**src/anfs_pkg.sv**
```systemverilog
// Shared types and constants of the Annex B NAL fragment splitter.
`default_nettype none
package anfs_pkg;

  localparam int unsigned MAX_FRAME_BYTES = 1048576;
  localparam int unsigned MAX_FRAGMENTS   = 32;

  localparam int unsigned OFF_W   = 20;
  localparam int unsigned LEN_W   = 21;
  localparam int unsigned POS_W   = 21;
  localparam int unsigned FOUND_W = 6;

  localparam logic [7:0] START_BYTE = 8'h01;

  localparam int unsigned FIFO_DEPTH = 4;
  localparam int unsigned FIFO_AW    = $clog2(FIFO_DEPTH);
  localparam int unsigned FIFO_CW    = $clog2(FIFO_DEPTH + 1);

  typedef enum logic [1:0] {
    STATUS_OK       = 2'd0,
    STATUS_NO_START = 2'd1,
    STATUS_OVERLONG = 2'd2
  } status_e;

  typedef struct packed {
    logic [OFF_W-1:0] payload_offset;
    logic [LEN_W-1:0] payload_length;
    status_e          status;
    logic             last_of_frame;
  } result_t;

  typedef struct packed {
    logic [1:0] count;
    result_t    first;
    result_t    second;
  } push_t;

endpackage
`default_nettype wire

```
**src/anfs_in_if.sv**
```systemverilog
// Input item channel: one frame byte with its frame end mark.
`default_nettype none
interface anfs_in_if;
  logic       valid;
  logic       ready;
  logic [7:0] data_byte;
  logic       frame_end;

  modport source (output valid, output data_byte, output frame_end, input ready);
  modport sink (input valid, input data_byte, input frame_end, output ready);
endinterface
`default_nettype wire

```
**src/anfs_out_if.sv**
```systemverilog
// Result item channel: payload offset, length, status and last mark.
`default_nettype none
interface anfs_out_if;
  logic                            valid;
  logic                            ready;
  logic [anfs_pkg::OFF_W-1:0]      payload_offset;
  logic [anfs_pkg::LEN_W-1:0]      payload_length;
  logic [1:0]                      status;
  logic                            last_of_frame;

  modport source (
    output valid, output payload_offset, output payload_length,
    output status, output last_of_frame, input ready
  );
  modport sink (
    input valid, input payload_offset, input payload_length,
    input status, input last_of_frame, output ready
  );
endinterface
`default_nettype wire

```
**src/anfs_scan.sv**
```systemverilog
// Start code scanner state and per-byte result generation.
`default_nettype none
module anfs_scan (
  input  wire logic                clk_i,
  input  wire logic                rst_ni,
  input  wire logic                accept_i,
  input  wire logic [7:0]          data_byte_i,
  input  wire logic                frame_end_i,
  output anfs_pkg::push_t          push_o
);

  localparam logic [anfs_pkg::POS_W-1:0] PosMax =
    anfs_pkg::POS_W'(anfs_pkg::MAX_FRAME_BYTES);
  localparam logic [anfs_pkg::FOUND_W-1:0] FoundMax =
    anfs_pkg::FOUND_W'(anfs_pkg::MAX_FRAGMENTS);

  logic [anfs_pkg::POS_W-1:0]   pos_q, pos_d;
  logic [1:0]                   zrun_q, zrun_d;
  logic [anfs_pkg::OFF_W-1:0]   cstart_q, cstart_d;
  logic [2:0]                   clen_q, clen_d;
  logic [1:0]                   cdown_q, cdown_d;
  logic [anfs_pkg::POS_W-1:0]   open_q, open_d;
  logic [anfs_pkg::FOUND_W-1:0] found_q, found_d;

  anfs_pkg::result_t conf_res, end_res;
  logic              conf_hit;

  always_comb begin
    pos_d    = pos_q;
    zrun_d   = zrun_q;
    cstart_d = cstart_q;
    clen_d   = clen_q;
    cdown_d  = cdown_q;
    open_d   = open_q;
    found_d  = found_q;
    conf_hit = 1'b0;
    conf_res = '0;
    end_res  = '0;
    push_o   = '0;

    if (accept_i) begin
      if (pos_q < PosMax) begin
        if (clen_d != 3'd0) begin
          if (cdown_d != 2'd0) begin
            cdown_d = cdown_d - 2'd1;
          end
          if (cdown_d == 2'd0) begin
            if (found_d != '0) begin
              conf_hit                = 1'b1;
              conf_res.payload_offset = open_d[anfs_pkg::OFF_W-1:0];
              conf_res.payload_length = {1'b0, cstart_d} - open_d;
              conf_res.status         = anfs_pkg::STATUS_OK;
            end
            open_d  = {1'b0, cstart_d} + anfs_pkg::POS_W'(clen_d);
            found_d = found_d + 1'b1;
            clen_d  = 3'd0;
          end
        end
        if (data_byte_i == anfs_pkg::START_BYTE && zrun_q >= 2'd2 &&
            clen_d == 3'd0 && found_d < FoundMax) begin
          if (zrun_q == 2'd3) begin
            cstart_d = pos_q[anfs_pkg::OFF_W-1:0] - anfs_pkg::OFF_W'(3);
            clen_d   = 3'd4;
            cdown_d  = 2'd1;
          end else begin
            cstart_d = pos_q[anfs_pkg::OFF_W-1:0] - anfs_pkg::OFF_W'(2);
            clen_d   = 3'd3;
            cdown_d  = 2'd2;
          end
        end
        if (data_byte_i == 8'h00) begin
          zrun_d = (zrun_q == 2'd3) ? 2'd3 : zrun_q + 2'd1;
        end else begin
          zrun_d = 2'd0;
        end
        pos_d = pos_q + 1'b1;
      end else begin
        clen_d  = 3'd0;
        cdown_d = 2'd0;
        pos_d   = PosMax + 1'b1;
      end

      if (frame_end_i) begin
        end_res.last_of_frame = 1'b1;
        if (pos_d > PosMax) begin
          end_res.status = anfs_pkg::STATUS_OVERLONG;
        end else if (found_d == '0) begin
          end_res.status = anfs_pkg::STATUS_NO_START;
        end else begin
          end_res.status         = anfs_pkg::STATUS_OK;
          end_res.payload_offset = open_d[anfs_pkg::OFF_W-1:0];
          end_res.payload_length = pos_d - open_d;
        end
        pos_d    = '0;
        zrun_d   = '0;
        cstart_d = '0;
        clen_d   = '0;
        cdown_d  = '0;
        open_d   = '0;
        found_d  = '0;
      end

      if (conf_hit) begin
        push_o.first  = conf_res;
        push_o.second = end_res;
        push_o.count  = frame_end_i ? 2'd2 : 2'd1;
      end else begin
        push_o.first  = end_res;
        push_o.count  = frame_end_i ? 2'd1 : 2'd0;
      end
    end
  end

  always_ff @(posedge clk_i or negedge rst_ni) begin
    if (!rst_ni) begin
      pos_q    <= '0;
      zrun_q   <= '0;
      cstart_q <= '0;
      clen_q   <= '0;
      cdown_q  <= '0;
      open_q   <= '0;
      found_q  <= '0;
    end else begin
      pos_q    <= pos_d;
      zrun_q   <= zrun_d;
      cstart_q <= cstart_d;
      clen_q   <= clen_d;
      cdown_q  <= cdown_d;
      open_q   <= open_d;
      found_q  <= found_d;
    end
  end

endmodule
`default_nettype wire

```
**src/anfs_fifo.sv**
```systemverilog
// Result queue taking up to two items per cycle and giving one.
`default_nettype none
module anfs_fifo (
  input  wire logic               clk_i,
  input  wire logic               rst_ni,
  input  wire anfs_pkg::push_t    push_i,
  output logic                    room_o,
  output logic                    valid_o,
  input  wire logic               ready_i,
  output anfs_pkg::result_t       data_o
);

  anfs_pkg::result_t                 ent_q [anfs_pkg::FIFO_DEPTH];
  logic [anfs_pkg::FIFO_AW-1:0]      wr_q, wr_d, rd_q, rd_d, wr_next;
  logic [anfs_pkg::FIFO_CW-1:0]      cnt_q, cnt_d;
  logic                              pop;

  assign pop     = valid_o && ready_i;
  assign valid_o = (cnt_q != '0);
  assign data_o  = ent_q[rd_q];
  assign room_o  = (cnt_q <= anfs_pkg::FIFO_CW'(anfs_pkg::FIFO_DEPTH - 2));
  assign wr_next = wr_q + 1'b1;

  always_comb begin
    wr_d  = wr_q + anfs_pkg::FIFO_AW'(push_i.count);
    rd_d  = pop ? rd_q + 1'b1 : rd_q;
    cnt_d = cnt_q + anfs_pkg::FIFO_CW'(push_i.count) - anfs_pkg::FIFO_CW'(pop);
  end

  always_ff @(posedge clk_i) begin
    if (push_i.count != 2'd0) begin
      ent_q[wr_q] <= push_i.first;
    end
    if (push_i.count == 2'd2) begin
      ent_q[wr_next] <= push_i.second;
    end
  end

  always_ff @(posedge clk_i or negedge rst_ni) begin
    if (!rst_ni) begin
      wr_q  <= '0;
      rd_q  <= '0;
      cnt_q <= '0;
    end else begin
      wr_q  <= wr_d;
      rd_q  <= rd_d;
      cnt_q <= cnt_d;
    end
  end

endmodule
`default_nettype wire

```
**src/annexb_nal_fragment_splitter.sv**
```systemverilog
// Top level of the Annex B NAL fragment splitter.
//
// The in_i channel takes one frame byte per item, with frame_end set on the
// last byte of a frame. The out_o channel gives one item per NAL payload:
// offset just past its start code and its length; a frame without a start
// code or longer than the frame bound ends with a single status item.
// A payload item leaves once the next start code is confirmed, four bytes
// after its first byte; the last payload item leaves at frame end.
// A result item is registered in the result queue before it reaches out_o.
// The block takes one byte per cycle while in_i.ready is high; a byte that
// causes two result items writes both into the queue together, and the
// four-entry result queue drains one item per cycle while out_o.ready is high.
// in_i.ready drops while the queue holds more than two items, so a stalled
// receiver holds every result and back pressure reaches the byte source.
// Reset clears the scanner state and empties the queue; the block then
// waits for the first byte of a new frame.
`default_nettype none
module annexb_nal_fragment_splitter (
  input  wire logic   clk_i,
  input  wire logic   rst_ni,
  anfs_in_if.sink     in_i,
  anfs_out_if.source  out_o
);

  anfs_pkg::push_t   push;
  anfs_pkg::result_t head;
  logic              room;
  logic              accept;

  assign in_i.ready = room;
  assign accept     = in_i.valid && room;

  anfs_scan u_scan (
    .clk_i       (clk_i),
    .rst_ni      (rst_ni),
    .accept_i    (accept),
    .data_byte_i (in_i.data_byte),
    .frame_end_i (in_i.frame_end),
    .push_o      (push)
  );

  anfs_fifo u_fifo (
    .clk_i   (clk_i),
    .rst_ni  (rst_ni),
    .push_i  (push),
    .room_o  (room),
    .valid_o (out_o.valid),
    .ready_i (out_o.ready),
    .data_o  (head)
  );

  assign out_o.payload_offset = head.payload_offset;
  assign out_o.payload_length = head.payload_length;
  assign out_o.status         = head.status;
  assign out_o.last_of_frame  = head.last_of_frame;

endmodule
`default_nettype wire

```
**src/flat_wrapper.sv**
```systemverilog
// flat-port wrapper written by rule: the top's interface ports become plain ports
module annexb_nal_fragment_splitter_flat 
  (clk_i, rst_ni, in_i_valid, in_i_data_byte, in_i_frame_end, in_i_ready, out_o_valid, out_o_payload_offset, out_o_payload_length, out_o_status, out_o_last_of_frame, out_o_ready);
  anfs_in_if in_i_i ();
  anfs_out_if out_o_i ();
  input  wire logic clk_i;
  input  wire logic rst_ni;
  input wire logic [$bits(in_i_i.valid)-1:0] in_i_valid;
  input wire logic [$bits(in_i_i.data_byte)-1:0] in_i_data_byte;
  input wire logic [$bits(in_i_i.frame_end)-1:0] in_i_frame_end;
  output wire logic [$bits(in_i_i.ready)-1:0] in_i_ready;
  output wire logic [$bits(out_o_i.valid)-1:0] out_o_valid;
  output wire logic [$bits(out_o_i.payload_offset)-1:0] out_o_payload_offset;
  output wire logic [$bits(out_o_i.payload_length)-1:0] out_o_payload_length;
  output wire logic [$bits(out_o_i.status)-1:0] out_o_status;
  output wire logic [$bits(out_o_i.last_of_frame)-1:0] out_o_last_of_frame;
  input wire logic [$bits(out_o_i.ready)-1:0] out_o_ready;
  assign in_i_i.valid = in_i_valid;
  assign in_i_i.data_byte = in_i_data_byte;
  assign in_i_i.frame_end = in_i_frame_end;
  assign in_i_ready = in_i_i.ready;
  assign out_o_valid = out_o_i.valid;
  assign out_o_payload_offset = out_o_i.payload_offset;
  assign out_o_payload_length = out_o_i.payload_length;
  assign out_o_status = out_o_i.status;
  assign out_o_last_of_frame = out_o_i.last_of_frame;
  assign out_o_i.ready = out_o_ready;
  annexb_nal_fragment_splitter u_core (.clk_i(clk_i), .rst_ni(rst_ni), .in_i(in_i_i), .out_o(out_o_i));
endmodule
```
**config.mk**
```make
export PLATFORM = sky130hd
export DESIGN_NAME = annexb_nal_fragment_splitter_flat
export DESIGN_NICKNAME = d
export VERILOG_FILES = /design/src/anfs_pkg.sv /design/src/anfs_in_if.sv /design/src/anfs_out_if.sv /design/src/anfs_scan.sv /design/src/anfs_fifo.sv /design/src/annexb_nal_fragment_splitter.sv /design/src/flat_wrapper.sv
export SDC_FILE = /design/constraint.sdc
export NUM_CORES = 1
export LEC_CHECK = 0
export BUFFER_PORTS_ARGS = -buffer_cell sky130_fd_sc_hd__buf_2
export CAP_MARGIN = 5
export CORE_ASPECT_RATIO = 1.4
export CORE_UTILIZATION = 55
export DETAILED_ROUTE_END_ITERATION = 10
export PLACE_DENSITY = 0.71
export SLEW_MARGIN = 0
export SYNTH_ARGS = -nofsm -noshare
export SYNTH_HDL_FRONTEND = slang
export SYNTH_SLANG_ARGS = --single-unit
export TNS_END_PERCENT = 100
```
**constraint.sdc**
```tcl
create_clock -name clk_i -period 7.5 [get_ports clk_i]
set_input_delay 1.5 -clock clk_i [delete_from_list [all_inputs] [get_ports clk_i]]
set_output_delay 1.5 -clock clk_i [all_outputs]
set_load 0.005 [all_outputs]
```
# After elaboration in Yosys (flattened, before gate mapping)

Memories as Yosys holds them, arrays and structs flattened.
Index checks and enable logic that the tools add are counted.

Logic and storage cells: 116
Input port bits: 13
Bits in writable memories: 176
ROM bits: 0
Output and inout port bits: 46
Bits in latches: 0
Memories kept: 1
Register bits: 82

Reductions and logical operators: 19
Shifts and indexed selects: 0
Eq/ne operators: 4
Multiplexer cells: 63
Multiply operators: 0
Bitwise logic cells: 0
Divide/modulo/power cells: 0
Add/subtract/negate cells: 14
$lt $le $gt $ge: 5

Memories:

| name                | words | width | read ports | clocked after memory_dff | wr ports | line            | source |
|---|---|---|---|---|---|---|---|
| u_core.u_fifo.ent_q | 4     | 44    | 1          | 0                        | 2        | anfs_fifo.sv:13 | `anfs_pkg::result_t ent_q [anfs_pkg::FIFO_DEPTH];` |

Operator list:

| operator                                            | number |
|---|---|
| 2-to-1 mux 43 bit                                   | 4 |
| 2-to-1 mux 21 bit                                   | 8 |
| 2-to-1 mux 90 bit                                   | 1 |
| 2-to-1 mux 44 bit                                   | 2 |
| 2-to-1 mux 41 bit                                   | 2 |
| 2-to-1 mux 20 bit                                   | 4 |
| 2-to-1 mux 46 bit                                   | 1 |
| 2-to-1 mux 6 bit                                    | 7 |
| subtractor 20 x 2 -> 20 bit, second input constant  | 2 |
| 2-to-1 mux 2 bit                                    | 15 |
| 2-to-1 mux 3 bit                                    | 8 |
| adder 20 x 3 -> 21 bit                              | 1 |
| adder 21 x 1 -> 21 bit, second input constant       | 1 |
| > comparator 21 bit, second input constant          | 1 |
| less-than comparator 21 bit, second input constant  | 1 |
| subtractor 20 x 21 -> 21 bit                        | 1 |
| subtractor 21 bit                                   | 1 |
| 2-to-1 mux 1 bit                                    | 11 |
| equality test 8 x 1 -> 1 bit, second input constant | 1 |
| zero test 8 bit                                     | 1 |
| nonzero test 2 bit                                  | 4 |
| adder 2 x 1 -> 2 bit, second input constant         | 3 |
| adder 6 x 1 -> 6 bit, second input constant         | 1 |
| zero test 6 bit                                     | 1 |
| 16 further kinds                                    | 23 |

# Longest topological paths before layout

Word-level depth: 21
Mapped depth: 19
Gate-level depth less buffers: 19

# Modules after synthesis

Synthesis repeated with hierarchy kept, for this count alone.

Cell total of the unflattened synthesis: 1441
Area total of the unflattened synthesis: 16498.3 um^2

Modules (own cells, without submodules):

| module                       | cells each | sequential area each (um^2) | area an instance (um^2) | times used |
|---|---|---|---|---|
| anfs_fifo                    | 470        | 5460.2                      | 8981.1                  | 1 |
| anfs_scan                    | 970        | 1876.8                      | 7511.0                  | 1 |
| annexb_nal_fragment_splitter | 1          | 0.0                         | 6.3                     | 1 |

# Worst setup path after synthesis

Ideal clock, no wire load.

Path type: reg-to-reg
Start: reg u_core.u_scan.cdown_q[1]
End: mem u_core.u_fifo.ent_q[2][0] in the netlist's numbering (enable)
Clock period less this slack: 5.343 ns
Setup time: 0.460 ns
Path buffers: 5
Slack: 2.157 ns
Arrival: 4.883 ns
Cell stages (with the launch flop): 12
Cells stage by stage: dfrtp_1 -> clkbuf_1 -> or3_1 -> clkbuf_1 -> nor2_1 -> clkbuf_1 -> buf_1 -> ha_1 -> clkbuf_1 -> nor3b_1 -> o21ai_0 -> a21oi_1

RTL lines:

| item                     | line             | source |
|---|---|---|
| start: declaration       | anfs_scan.sv:21  | `logic [1:0] cdown_q, cdown_d;` |
| start signal: assignment | anfs_scan.sv:128 | `cdown_q <= cdown_d;` |
| end: declaration         | anfs_fifo.sv:13  |  |

==> impl_metrics.yaml <==
critical_path:
  startpoint: "u_core.u_scan.clen_q[1]$_DFFE_PN0P_"
  critPathKind: "register to register"
  critPathArrivalTime_ns: 5.68
  crit_path_end_kind: "register"
  reg2reg_from: "u_core.u_scan.clen_q[1]$_DFFE_PN0P_"
  worstSetupStartpointType: "register"
  r2r_setup_slack_ns: 2.18
  required_ns: 7.86
  cp_max_fo: 12
clocking:
  clock-sinks: 258
  clk_pin_slew_worst_paths_ns: 0.06
  htree_levels: 1
  ctsResizeCount: 0
  ctsHoldBuffers: 0
  cts.path.max_buffers: 3
  clockRootBuffer: "clkbuf_16"
  post-cts-setup-buffers: 0
  cts_tree: "done"
  clk_latency_ns: 0.56
  numCtsBuffers: 26
synth:
  synth_largest_area_cell: "edfxtp_1"
  synth.area.top_cells: "edfxtp_1 (34%), dfrtp_1 (13%), mux4_2 (6.3%)"
  synth_cells: 1523
  synth_edf_count: 176
  yosysWarnings: 0
  synth_top_area_share_pct: 33.6
  synth_commonest_cells: "edfxtp_1 (176), nand2_1 (144), o22ai_1 (137)"
  synth.distinct_cells: 77
  avgSynthCellArea_sq_um: 10.3
  synth_nets: 1595
  netlist_area_sq_um: 15700
  ys_seq_elements: 258
  ys_seq_area_share_pct: 46.6
  synth_ff_type: "edfxtp_1"
  synth.most_common_cell: "edfxtp_1"
  async_reset_ff_share_pct: 31.8
place:
  gp_congestion: 0.958
  portBuffers: 58
  dp_hpwl_um: 32700
flow_run:
  drv_cap: 0
detailed_routing:
  viasPerCell: 6.59
  routed_wl_um: 46200
  drt_iter0_drc: 1161
  route.detailed.drc: 0
  num_vias: 12600
  drt_first_pass_iters: 7
  ant_nets: 0
  routedWlPerCell_um: 24.1
finish:
  antenna_cells: 0
  nNetsFinal: 1599
  drive_gt1_share_pct: 13.0
  area_growth_pct: 8.80
power_and_ir_drop:
  power_density_nw_per_um2: 335
  peakVddDrop_v: 0.000184
  power_mw: 5.74
  leakage_nw: 6.20
global_routing:
  antenna_found_initial: 0
  grt-ovfl-total: 0
  grt_max_degree: 67
  grt_pass1_vias: 12300
  grt_pass1_wl_um: 71600
  groute.usage.overall_pct: 31.9
timing:
  clock_skew_ns: 0.0221
  rsz0062_at_grt: "no"
  timing.fmax_ghz: 0.188
  slew_viol_final: 0
  fin_setup_tns_ns: 0
  finalSetupViolations: 0
  finalHoldViolCount: 0
  final.period_utilization_pct: 71.0
  layout_min_cycle_time_ns: 5.32
  tightest_slew_ns: 1.12
  slew_headroom_pct: 25.0
floorplanning:
  fp.dieArea_sq_um: 29300
  die_h_um: 202
  floorplan.initialDensity_pct: 56.5
  ios: 59
  rows: 72
  coreArea_sq_um: 27800
  die_width_um: 145
min_path:
  hold_class: "register to register"
  min-delay-start: "u_core.u_fifo.rd_q[1]$_DFFE_PN0P_"
run_status:
  status: "finished clean"
-- cell families (layout without fill, tap and decap cells) --
kind of cell	after synthesis	after routing	share of synthesized area, %
AO/OA/AOI/OAI	435	435	17.5
XOR/XNOR	93	93	5.18
adder cells (fa/ha/maj)	59	59	4.88
buffers and inverters	173	197	4.64
flip-flops	258	258	46.6
multiplexers	56	56	7.09
AND/OR/NAND/NOR	449	449	14.1
-- routing by layer --
layer	routed length, um	track usage [%]
met1	17900	39.0
met2	23400	56.0
met3	2690	3.68
met5	0	0
met4	2150	15.3
-- sequential cells by signal, summed over array words and instances, names as in the netlist --
register	cells
u_core.u_fifo.cnt_q	3
u_core.u_fifo.ent_q	176
u_core.u_fifo.rd_q	2
u_core.u_fifo.wr_q	2
u_core.u_scan.cdown_q	2
u_core.u_scan.clen_q	3
u_core.u_scan.cstart_q	20
u_core.u_scan.found_q	6
u_core.u_scan.open_q	21
u_core.u_scan.pos_q	21
u_core.u_scan.zrun_q	2
-- metrics by stage --
stage	std cells	setup WS, ns	hold slack, ns	cell area, sq um	util [%]
finish	1917	2.18	0.471	17100	61.5
global route	1917	1.85	0.492	17100	61.5
CTS	1917	2.31	0.471	17100	61.5
detailed placement	1869	2.30	0.459	16200	58.3
global placement	1869	2.24	0.454	16200	58.3
floorplan	1523	2.16	0.478	15700	-
-- path summary, 6_finish.rpt --
path / endpoint / cells past startpoint
worst max-delay path: u_core.u_fifo.ent_q[0][23]$_DFFE_PP_ / 16
worst min-delay path: u_core.u_fifo.rd_q[1]$_DFFE_PN0P_ / 1
worst max register to register: u_core.u_fifo.ent_q[0][23]$_DFFE_PP_ / 16
worst min register to register: u_core.u_fifo.rd_q[1]$_DFFE_PN0P_ / 1
max in group asynchronous: u_core.u_fifo.rd_q[1]$_DFFE_PN0P_ / 2
min in group asynchronous: u_core.u_scan.pos_q[19]$_DFFE_PN0P_ / 1
-- cell usage in the layout, fill, tap and decap left out, drive strengths merged, types with 7 or more instances in the layout --
cell | netlist | routed
edfxtp | 176 | 176
nand2 | 144 | 144
o22ai | 137 | 137
nor2 | 106 | 106
o21ai | 94 | 94
dfrtp | 82 | 82
buf | 40 | 81
a21oi | 79 | 79
inv | 68 | 71
ha | 55 | 55
xnor2 | 48 | 48
xor2 | 45 | 45
mux4 | 44 | 44
nor3 | 38 | 38
clkbuf | 65 | 36
nand3 | 35 | 35
nor4 | 24 | 24
or3 | 21 | 21
nand4 | 14 | 14
nor2b | 13 | 13
o21a | 13 | 13
and3 | 13 | 13
a31oi | 12 | 12
a211oi | 12 | 12
a22o | 12 | 12
mux2i | 9 | 9
a21o | 8 | 8
nor3b | 7 | 7
o31ai | 7 | 7
clkinv | 0 | 7
-- worst max-delay path, stage by stage, from the launching register on --
cell and delay, ns:
dfrtp_1 0.42, nor3_1 0.51, or3_1 0.46, mux2i_1 0.36, inv_1 0.13, ha_1 0.17
inv_1 0.06, fa_1 0.41, a21o_1 0.19, a2111oi_0 0.53, o21a_1 0.24, nor2_1 0.10
a31o_2 0.28, o41a_1 0.38, a211oi_1 0.61, o21ai_0 0.17, o21ai_0 0.13
-- layout make-up --
| cell class | count | area, sq um |
|---|---|---|
| well taps | 370 | 463 |
| clock inverters | 12 | 119 |
| inverters | 68 | 255 |
| repair buffers | 81 | 465 |
| multi-input cells | 1092 | 7700 |
| flip-flops and latches | 258 | 7340 |
| clock buffers | 36 | 771 |
| fillers | 2295 | 10700 |
-- where the power goes --
group          total, mW  internal, mW  switching, mW
clock               1.35         0.763          0.585
combinational       2.63         0.997           1.63
sequential          1.77          1.67         0.0952
Note: power is estimated with default switching activity, not from simulation.
